### src/stis_pkg.sv
// shared constants and types for the sparse ternary index sampler
`default_nettype none

package stis_pkg;

  // default vector dimension and bitmap row geometry
  localparam int MAX_DIM_DEF = 2048;
  localparam int ROW_BITS    = 16;
  localparam int ROW_LSB     = 4;

  // field widths
  localparam int WORD_W  = 16;
  localparam int LIMIT_W = 17;
  localparam int DIV_W   = 16;
  localparam int WT_W    = 12;
  localparam int POS_W   = 11;
  localparam int PAIR_W  = 10;
  localparam int CFG_W   = 17;
  localparam int CFG_IW  = 2;
  localparam int STEP_W  = 4;

  // configuration register indexes
  localparam logic [CFG_IW-1:0] CFG_REJECT_LIMIT  = 2'd0;
  localparam logic [CFG_IW-1:0] CFG_INDEX_DIVISOR = 2'd1;
  localparam logic [CFG_IW-1:0] CFG_WEIGHT        = 2'd2;

  // reset values of the configuration registers
  localparam logic [LIMIT_W-1:0] LIMIT_RST = 17'd65508;
  localparam logic [DIV_W-1:0]   DIV_RST   = 16'd106;
  localparam logic [WT_W-1:0]    WT_RST    = 12'd104;

  typedef logic [ROW_BITS-1:0] row_t;

endpackage

`default_nettype wire

### src/sparse_ternary_index_sampler_top.sv
// top level of the sparse ternary index sampler
//
// Usage: random 16-bit words come in on the in_ channel (in_valid/in_stall),
// accepted distinct positions leave on the out_ channel (out_valid/out_stall)
// with their pair number, sign and a last flag on the final position of a
// vector. Registers reject_limit, index_divisor and weight are written over
// the cfg_ port; the user must write them only while the block is idle,
// which the block itself does not enforce.
// Flow: a word at or above the limit, or any word while the divisor is
// zero, is dropped in its transfer cycle. Any other word holds the input
// through the bit-serial quotient, the bitmap read and the check and write
// back; the next word is taken only once the block is back in idle. The
// bitmap is a memory of 16-bit rows, at most one read-modify-write per word.
// Reset: synchronous, active low; registers take their reset values, the
// count is zero and every bitmap row reads as clear (one valid flag per row,
// no clearing pass). The flags are also dropped at the end of each vector.
// Stall: one result is held in the output register; a word may be taken and
// divided meanwhile, and the block waits at the check step until that
// register frees up.
`default_nettype none

module sparse_ternary_index_sampler_top
  import stis_pkg::*;
#(
  parameter int MAX_DIM = MAX_DIM_DEF
) (
  input  wire logic              clk,
  input  wire logic              rst_n,
  // input channel
  input  wire logic              in_valid,
  output logic                   in_stall,
  input  wire logic [WORD_W-1:0] in_random_word,
  // result channel
  output logic                   out_valid,
  input  wire logic              out_stall,
  output logic [POS_W-1:0]       out_position,
  output logic [PAIR_W-1:0]      out_pair_number,
  output logic                   out_is_subtract,
  output logic                   out_last,
  // configuration port
  input  wire logic              cfg_we,
  input  wire logic [CFG_IW-1:0] cfg_idx,
  input  wire logic [CFG_W-1:0]  cfg_wdata
);

  localparam int ROWS  = (MAX_DIM + ROW_BITS - 1) / ROW_BITS;
  localparam int RAW   = $clog2(ROWS);
  localparam int EWT_W = $clog2(MAX_DIM) + 1;
  localparam logic [EWT_W-1:0] MAX_DIM_E = EWT_W'(MAX_DIM);
  localparam logic [WORD_W:0]  MAX_DIM_Q = (WORD_W+1)'(MAX_DIM);

  // state codes
  localparam logic [1:0] ST_IDLE = 2'd0;
  localparam logic [1:0] ST_DIV  = 2'd1;
  localparam logic [1:0] ST_RD   = 2'd2;
  localparam logic [1:0] ST_CHK  = 2'd3;

  logic [1:0]          state_r, state_nxt;
  logic [LIMIT_W-1:0]  limit_r;
  logic [DIV_W-1:0]    divisor_r;
  logic [WT_W-1:0]     weight_r;
  logic [WT_W-1:0]     cnt_r, cnt_nxt;
  logic [ROWS-1:0]     row_vld_r, row_vld_nxt;
  logic [WORD_W-1:0]   quo_r, quo_nxt;
  logic [DIV_W-1:0]    rem_r, rem_nxt;
  logic [STEP_W-1:0]   step_r, step_nxt;
  logic                out_valid_r, out_valid_nxt;
  logic [POS_W-1:0]    pos_r;
  logic [PAIR_W-1:0]   pair_r;
  logic                sub_r;
  logic                last_r;
  logic                load_out;

  logic                in_xfer;
  logic                word_ok;
  logic [DIV_W:0]      trial;
  logic [RAW-1:0]      row_addr;
  logic [ROW_LSB-1:0]  bit_sel;
  row_t                ram_rdata;
  row_t                row_cur;
  row_t                row_new;
  logic                ram_we;
  logic                ram_re;
  logic                in_range;
  logic                hit;
  logic                slot_free;
  logic [WT_W-1:0]     cnt_inc;
  logic [EWT_W-1:0]    eff_wt;
  logic                vec_end;

  assign in_stall        = (state_r != ST_IDLE);
  assign in_xfer         = in_valid && !in_stall;
  assign out_valid       = out_valid_r;
  assign out_position    = pos_r;
  assign out_pair_number = pair_r;
  assign out_is_subtract = sub_r;
  assign out_last        = last_r;

  // configuration registers
  always_ff @(posedge clk) begin
    if (!rst_n) begin
      limit_r   <= LIMIT_RST;
      divisor_r <= DIV_RST;
      weight_r  <= WT_RST;
    end else if (cfg_we) begin
      unique case (cfg_idx)
        CFG_REJECT_LIMIT:  limit_r   <= cfg_wdata[LIMIT_W-1:0];
        CFG_INDEX_DIVISOR: divisor_r <= cfg_wdata[DIV_W-1:0];
        CFG_WEIGHT:        weight_r  <= cfg_wdata[WT_W-1:0];
        default:           ;
      endcase
    end
  end

  // limit test and zero divisor drop the word at once
  assign word_ok = ({1'b0, in_random_word} < limit_r) && (divisor_r != '0);

  // one restoring divide step
  assign trial = {rem_r, quo_r[WORD_W-1]} - {1'b0, divisor_r};

  // bitmap row lookup
  assign row_addr = quo_r[ROW_LSB +: RAW];
  assign bit_sel  = quo_r[ROW_LSB-1:0];
  assign row_cur  = row_vld_r[row_addr] ? ram_rdata : '0;
  assign in_range = ({1'b0, quo_r} < MAX_DIM_Q);
  assign hit      = row_cur[bit_sel];
  always_comb begin
    row_new          = row_cur;
    row_new[bit_sel] = 1'b1;
  end

  // effective weight: zero acts as one, saturated at the dimension
  always_comb begin
    if (weight_r == '0) begin
      eff_wt = EWT_W'(1);
    end else if ({{(EWT_W > WT_W ? EWT_W - WT_W : 0){1'b0}}, weight_r} > MAX_DIM_E) begin
      eff_wt = MAX_DIM_E;
    end else begin
      eff_wt = EWT_W'(weight_r);
    end
  end
  assign cnt_inc   = cnt_r + 1'b1;
  assign vec_end   = ({1'b0, cnt_inc} >= (WT_W+1)'(eff_wt));
  assign slot_free = !out_valid_r || !out_stall;

  // control and datapath next state
  always_comb begin
    state_nxt     = state_r;
    quo_nxt       = quo_r;
    rem_nxt       = rem_r;
    step_nxt      = step_r;
    cnt_nxt       = cnt_r;
    row_vld_nxt   = row_vld_r;
    out_valid_nxt = out_valid_r && out_stall;
    ram_re        = 1'b0;
    ram_we        = 1'b0;
    load_out      = 1'b0;
    unique case (state_r)
      ST_IDLE: begin
        if (in_xfer && word_ok) begin
          quo_nxt   = in_random_word;
          rem_nxt   = '0;
          step_nxt  = '0;
          state_nxt = ST_DIV;
        end
      end
      ST_DIV: begin
        if (!trial[DIV_W]) begin
          rem_nxt = trial[DIV_W-1:0];
        end else begin
          rem_nxt = {rem_r[DIV_W-2:0], quo_r[WORD_W-1]};
        end
        quo_nxt  = {quo_r[WORD_W-2:0], !trial[DIV_W]};
        step_nxt = step_r + 1'b1;
        if (step_r == '1) begin
          state_nxt = ST_RD;
        end
      end
      ST_RD: begin
        ram_re    = 1'b1;
        state_nxt = ST_CHK;
      end
      ST_CHK: begin
        if (!in_range || hit) begin
          state_nxt = ST_IDLE;
        end else if (slot_free) begin
          ram_we                = 1'b1;
          load_out              = 1'b1;
          out_valid_nxt         = 1'b1;
          row_vld_nxt[row_addr] = 1'b1;
          cnt_nxt               = cnt_inc;
          if (vec_end) begin
            row_vld_nxt = '0;
            cnt_nxt     = '0;
          end
          state_nxt = ST_IDLE;
        end
      end
      default: state_nxt = ST_IDLE;
    endcase
  end

  // control registers
  always_ff @(posedge clk) begin
    if (!rst_n) begin
      state_r     <= ST_IDLE;
      cnt_r       <= '0;
      row_vld_r   <= '0;
      out_valid_r <= 1'b0;
    end else begin
      state_r     <= state_nxt;
      cnt_r       <= cnt_nxt;
      row_vld_r   <= row_vld_nxt;
      out_valid_r <= out_valid_nxt;
    end
  end

  // divider and result payload registers
  always_ff @(posedge clk) begin
    quo_r  <= quo_nxt;
    rem_r  <= rem_nxt;
    step_r <= step_nxt;
    if (load_out) begin
      pos_r  <= quo_r[POS_W-1:0];
      pair_r <= cnt_r[PAIR_W:1];
      sub_r  <= cnt_r[0];
      last_r <= vec_end;
    end
  end

  // used-position bitmap, one row of positions per entry
  stis_ram #(
    .WIDTH (ROW_BITS),
    .DEPTH (ROWS)
  ) u_map_ram (
    .clk   (clk),
    .we    (ram_we),
    .waddr (row_addr),
    .wdata (row_new),
    .re    (ram_re),
    .raddr (row_addr),
    .rdata (ram_rdata)
  );

endmodule

`default_nettype wire

### src/stis_ram.sv
// generic single write port ram with registered read
`default_nettype none

module stis_ram #(
  parameter int WIDTH = 16,
  parameter int DEPTH = 128
) (
  input  wire logic                     clk,
  input  wire logic                     we,
  input  wire logic [$clog2(DEPTH)-1:0] waddr,
  input  wire logic [WIDTH-1:0]         wdata,
  input  wire logic                     re,
  input  wire logic [$clog2(DEPTH)-1:0] raddr,
  output logic [WIDTH-1:0]              rdata
);

  logic [WIDTH-1:0] mem [DEPTH];

  // write port
  always_ff @(posedge clk) begin
    if (we) begin
      mem[waddr] <= wdata;
    end
  end

  // registered read port
  always_ff @(posedge clk) begin
    if (re) begin
      rdata <= mem[raddr];
    end
  end

endmodule

`default_nettype wire
### config.mk
export PLATFORM = sky130hd
export DESIGN_NAME = sparse_ternary_index_sampler_top
export DESIGN_NICKNAME = d
export VERILOG_FILES = /design/src/stis_pkg.sv /design/src/sparse_ternary_index_sampler_top.sv /design/src/stis_ram.sv
export SDC_FILE = /design/constraint.sdc
export NUM_CORES = 2
export LEC_CHECK = 0
export BUFFER_PORTS_ARGS = -buffer_cell sky130_fd_sc_hd__buf_2
export CORE_AREA = 2 2 445 447
export CTS_CLUSTER_DIAMETER = 120
export DETAILED_ROUTE_END_ITERATION = 10
export DIE_AREA = 0 0 447 449
export SETUP_SLACK_MARGIN = 0.5
export SLEW_MARGIN = 20
export SYNTH_ARGS = -nofsm -noshare
export SYNTH_HDL_FRONTEND = slang
export SYNTH_SLANG_ARGS = --single-unit
### constraint.sdc
create_clock -name clk -period 6.5 [get_ports clk]
set_clock_uncertainty 0.1 [all_clocks]
set_input_delay 0.65 -clock clk [delete_from_list [all_inputs] [get_ports clk]]
set_output_delay 0.65 -clock clk [all_outputs]
set_load 0.05 [all_outputs]
Word level (Yosys, flattened, before mapping):

Memories as Yosys holds them, arrays and structs flattened. A register that Yosys moved wholly into a read port is not among the register bits.
Cells that the tools add are included.
Widths: inputs -> output; s select.

* add/sub/neg operators: 3
* order comparisons: 8
* equal/unequal tests: 9
* multiplexer cells: 34
* bitwise operators: 3
* reduce and logical (&&, ||, !) cells: 25

Operators by type and width (count)
* $mux 128: 1
* $or 128x128->128: 1
* $mux 16: 4
* $pmux 16 s2: 2
* $mux 12: 3
* $lt 16x17->1: 1
* $sub 17x16->17: 1
* $lt 16x12->1 const B: 1
* $or 16x16->16: 1
* $reduce_bool 16->1: 1
* $mux 1: 13
* $add 12x1->12 const B: 1
* $ge 12x12->1: 1
* $gt 12x12->1 const B: 1
* $logic_not 12->1: 1
* $lt 7x8->1 const B: 1
* $mux 2: 4
* $pmux 2 s4: 1
* $pmux 4 s2: 1
* $reduce_and 2->1: 4
* $bmux 1 s7: 1
* $demux 1 s7: 1
* $ge 7x1->1 const B: 1
* $eq 2x2->1 const B: 3
* 17 further kinds: 32

* register bits after elaboration: 247
* RAM bits: 2048
* input port bits: 40
* output and inout bits: 25
* logic and storage cells: 97
* memories: 1

Memories
* u_map_ram.mem: depth 128, bits a word 16, read ports 1, clocked after memory_dff 1, write ports 1, line stis_ram.sv:17 `logic [WIDTH-1:0] mem [DEPTH];`

Depth between registers and ports, before layout:

* word-level depth: 10
* gate-level depth with buffers: 17
* depth with buffers taken out: 13

Hierarchy:

A second synthesis with hierarchy kept.

* cells, all modules: 4343
* area total of the unflattened synthesis: 90817.1 um^2

Modules (own cells, without submodules)
* stis_ram: instances 1, cells each 3086, area each 78683.0 um^2, sequential area each 61979.4 um^2
* sparse_ternary_index_sampler_top: instances 1, cells each 1257, area each 12134.1 um^2, sequential area each 5535.3 um^2

Least setup slack after synthesis:

Ideal clock, no wire load.

* kind: reg2reg
* start point: reg quo_r[4]
* end point: mem u_map_ram.mem[0][11] (data pin)
* library setup time: 550 ps
* data arrival time: 4008 ps
* required time: 5850 ps
* path slack: 1842 ps
* stages on the path, launching flop included: 12
* buffers on the path: 4
* clock period less this slack: 4658 ps
* cells stage by stage: edfxtp_1 buf_6 buf_6 buf_6 mux4_2 o22ai_1 nor3_1 a21oi_1 a221oi_1 o21bai_4 clkbuf_1 a32o_1

* word-level cells in the longest chain between the ends: 4

Ends and longest elaborated chain
* start, declared: line sparse_ternary_index_sampler_top.sv:64 `logic [WORD_W-1:0] quo_r, quo_nxt;`
* start signal, assigned: line sparse_ternary_index_sampler_top.sv:220 `quo_r <= quo_nxt;`
* $bmux 1 s7: line sparse_ternary_index_sampler_top.sv:124 `assign row_cur = row_vld_r[row_addr] ? ram_rdata : '0;`
* $mux 1 (not written as such): line sparse_ternary_index_sampler_top.sv:124
* $mux 16: line sparse_ternary_index_sampler_top.sv:124
* $or 16x16->16 (no line)
* via row_new[11]: line sparse_ternary_index_sampler_top.sv:81 `row_t row_new;`
* end, declared: line stis_ram.sv:17

The timed path passes the listed nets, and every way through them passes these cells. The select of a mux whose other input is x is not followed.

==> reports/qor.log <==
qor: worst_setup_path.critical_path.max_stage_delay 1.06 ns
qor: routing.vias 53.1k
qor: synthesis.fraction_of_synthesis_flops_using_an_asynchronous_set_or_reset_pin 0
qor: power_and_ir_drop.net_sw_frac 0.330
qor: clock_network.cts_setup_buffers 0
qor: final_layout.num-nets-final 5521
qor: clock_network.count_of_cells_resized_by_post_cts_repair 0
qor: routing.vias_per_cell 6.42
qor: routing.per_cell_routed_wire_length 33.8 um
qor: synthesis.synthesis.yosys.warnings 0
qor: place.post_dp_cell_area 93400 sq um
qor: floorplan.top_level_ports 65
qor: sta.layout_min_cycle_time 5.77 ns
qor: job.drv_cap 0
qor: routing.drtAntennaViolNets 0
qor: clock_network.cts_tree done
qor: routing.routed_wirelength 280000 um
qor: synthesis.synth_edf_count 2123
qor: final_layout.layout_commonest_cell sky130_fd_sc_hd__edfxtp_1
qor: power_and_ir_drop.p_leak 32.4 nW
qor: worst_setup_path.setup.worst_path.end_class register
qor: sta.period_share 0.888
qor: synthesis.netlist_instances 5130
qor: floorplan.die_width 447 um
qor: sta.rsz0062_at_grt false
qor: clock_network.cts_buffers 227
qor: sta.actual_transition_at_the_worst_max_transition_pin 1.44 ns
qor: clock_network.cts_hold_buf 23
qor: final_layout.layout.cell_area.non_filler 101000 sq um
qor: power_and_ir_drop.pwr-share-seq 0.440
qor: power_and_ir_drop.total_switching_power 13.6 mW
qor: final_layout.layout.cells.most_common_list sky130_fd_sc_hd__edfxtp_1, sky130_fd_sc_hd__a22oi_1, sky130_fd_sc_hd__buf_4, sky130_fd_sc_hd__clkbuf_16
qor: synthesis.postSynthNetCount 5220
qor: power_and_ir_drop.irDropWorstVdd 0.375 mV
qor: place.placement.io_buffers 64
qor: clock_network.cts_root_buf sky130_fd_sc_hd__clkbuf_16
qor: sta.maxSlewViolCount 0
qor: sta.timing_hold_violations_final 0
qor: floorplan.floorplan.core_area 196000 sq um
qor: synthesis.syn_area 87900 sq um
qor: synthesis.ys.flop_type sky130_fd_sc_hd__edfxtp_1
qor: clock_network.clk_path_buf_depth 3
qor: worst_setup_path.path_common_cell sky130_fd_sc_hd__buf_4
qor: clock_network.clock_latency 0.88 ns
qor: worst_setup_path.launching_element_type_of_the_critical_path register
qor: worst_setup_path.critical_path_class register to register
qor: synthesis.syn_avg_cell_area 17.1 sq um
qor: worst_setup_path.timing.critical_path.fanout_max 39
qor: synthesis.yosysSeqAreaShare 0.768
qor: place.place_ws 0.869 ns
qor: routing.drt_first_iter_violations 7849
qor: floorplan.core.rowCount 163
qor: routing.detail_route.drc_violations 0
qor: global_routing.grt_pass1_wl 392000 um
qor: clock_network.numClockSinks 2311
qor: sta.final.setup.worst_slack 0.731 ns
qor: final_layout.final_util 0.514
qor: min_path.min-delay-path-class input port to register
qor: synthesis.synth_cell_types 75
qor: outcome.run_status complete, no violations
qor: sta.setup_viol 0
qor: clock_network.cts_htree_levels 4
qor: power_and_ir_drop.power.combinational.fraction 0.250
qor: global_routing.grt_start_max_net_pins 91
qor: worst_setup_path.data_arrival_time_of_the_worst_path 6.40 ns
qor: synthesis.ys_seq_elements 2311
qor: clock_network.clk_pin_slew_worst_paths 0.06 ns
qor: floorplan.die_area 201000 sq um
qor: sta.finalSetupTns 0 ns
qor: sta.maximum_clock_frequency 173 MHz
qor: global_routing.vias_in_the_first_global_route 51.0k
qor: power_and_ir_drop.power_density 407 nW/um^2
qor: worst_setup_path.rrSetupSlack 0.73 ns
qor: worst_setup_path.crit_slowest_cell sky130_fd_sc_hd__a311oi_1
qor: worst_setup_path.critical_path_required 7.13 ns
qor: floorplan.die_h 449 um
qor: sta.timing.max_slew.rel_slack 0.0339
qor: worst_setup_path.crit_path_cell_trace buf_4, buf_4, nor2_4, buf_12, buf_4, a221oi_1, o21ai_0, o211ai_1, a311oi_1, nor3_1, nand2_1
qor: global_routing.antenna_found_initial 9
qor: power_and_ir_drop.cell_internal_pwr 27.5 mW
qor: global_routing.grt_use_total 0.273
qor: place.estimated_wirelength_of_the_detail_placed_design 169000 um
qor: floorplan.initial_cell_density_of_the_core 0.448
qor: final_layout.area_growth_syn_to_layout 14.8%
qor: final_layout.drive_above_1_share 0.185
qor: power_and_ir_drop.design_power_total 41.1 mW
qor: routing.drt_pass1_iterations 8
qor: power_and_ir_drop.p_clk_frac 0.309
qor: global_routing.globalRouteOverflowTotal 0
qor: place.gpl.final_weighted_congestion 0.915
[registers in the layout, indices dropped and copies added, names as in the netlist, 2 cells and up]
signal,count
row_vld_r,128
rem_r,16
weight_r,12
quo_r,16
state_r,2
out_position,11
step_r,4
divisor_r,16
out_pair_number,10
limit_r,17
cnt_r,12
u_map_ram.rdata,16
u_map_ram.mem,2048
[cell families after synthesis]
family / after synthesis / share of synthesized area
AND/OR/NAND/NOR: 640 / 0.0398
multiplexers: 194 / 0.0316
AO/OA/AOI/OAI: 1502 / 0.128
XOR/XNOR: 23 / 0.00229
buffers and inverters: 410 / 0.0221
flip-flops: 2311 / 0.768
adder cells (fa/ha/maj): 50 / 0.00721
[stage by stage]
stage | hold WS [ns] | cells
2_1_floorplan | 0.324 | 5130
3_3_place_gp | 0.343 | 7817
3_5_place_dp | 0.347 | 7818
4_1_cts | 0.00133 | 8264
5_1_grt | 0.0233 | 8265
6_report | 0.0509 | 8267
[metal layers]
| metal | wire length [um] | vias up | share of wire | track usage |
|---|---|---|---|---|
| met5 | 79 | - | 0.00028 | 0 |
| met4 | 14400 | 6 | 0.052 | 0.130 |
| met3 | 28800 | 559 | 0.10 | 0.0604 |
| met2 | 128000 | 3113 | 0.46 | 0.419 |
| met1 | 108000 | 27554 | 0.39 | 0.372 |
| li1 | - | 21821 | - | - |
[final cells by class]
class,count,area [sq um]
Fill cell,15909,95300
Sequential cell,2311,67500
Multi-Input combinational cell,2409,19100
Tap cell,2640,3300
Timing Repair Buffer,432,3600
Antenna cell,2,5.00
Clock buffer,292,6070
Inverter,50,188
Clock inverter,131,1090
[final timing paths]
path	startpoint	endpoint	depth (start not counted)
hold / removal	in_random_word[15]	quo_r[15]$_DFFE_PP_	2
hold reg to reg	row_vld_r[71]$_SDFFE_PN0N_	row_vld_r[71]$_SDFFE_PN0N_	1
setup reg to reg	quo_r[6]$_DFFE_PP_	u_map_ram.rdata[6]$_DFFE_PP_	11
setup / recovery	quo_r[6]$_DFFE_PP_	u_map_ram.rdata[6]$_DFFE_PP_	11
[synth_stat cells, types with 78 or more instances]
cell type                  number  area (sq um)
sky130_fd_sc_hd__a22o_1       125          1090
sky130_fd_sc_hd__nor3_2        78           781
sky130_fd_sc_hd__a21oi_1       94           470
sky130_fd_sc_hd__clkbuf_1     116           435
sky130_fd_sc_hd__a22oi_1      578          4340
sky130_fd_sc_hd__a221oi_1     167          1460
sky130_fd_sc_hd__buf_2        162           811
sky130_fd_sc_hd__o21a_1       132           991
sky130_fd_sc_hd__a31oi_1       83           519
sky130_fd_sc_hd__dfxtp_1      188          3760
sky130_fd_sc_hd__edfxtp_1    2123         63800
sky130_fd_sc_hd__nor2_1        89           334
sky130_fd_sc_hd__o21ai_0       86           430
sky130_fd_sc_hd__nand2_1      193           724
[power groups by stage]
stage                     logic, mW  clock network, mW  registers [mW]
after floorplan                5.14                  0            18.4
after global placement         9.89                  0            18.4
after detailed placement       10.0                  0            18.4
after CTS                      10.1               12.8            18.1
after global routing           10.6               13.4            18.1
final                          10.3               12.7            18.1
[critical path: cells and delay by family, from the launching register on]
kind                   cells  cell delay (ns)
buffers and inverters      4             1.66
flip-flops                 1             0.80
AND/OR/NAND/NOR            3             1.15
AO/OA/AOI/OAI              4             1.83
No activity file was read; power rests on OpenSTA's default activity.
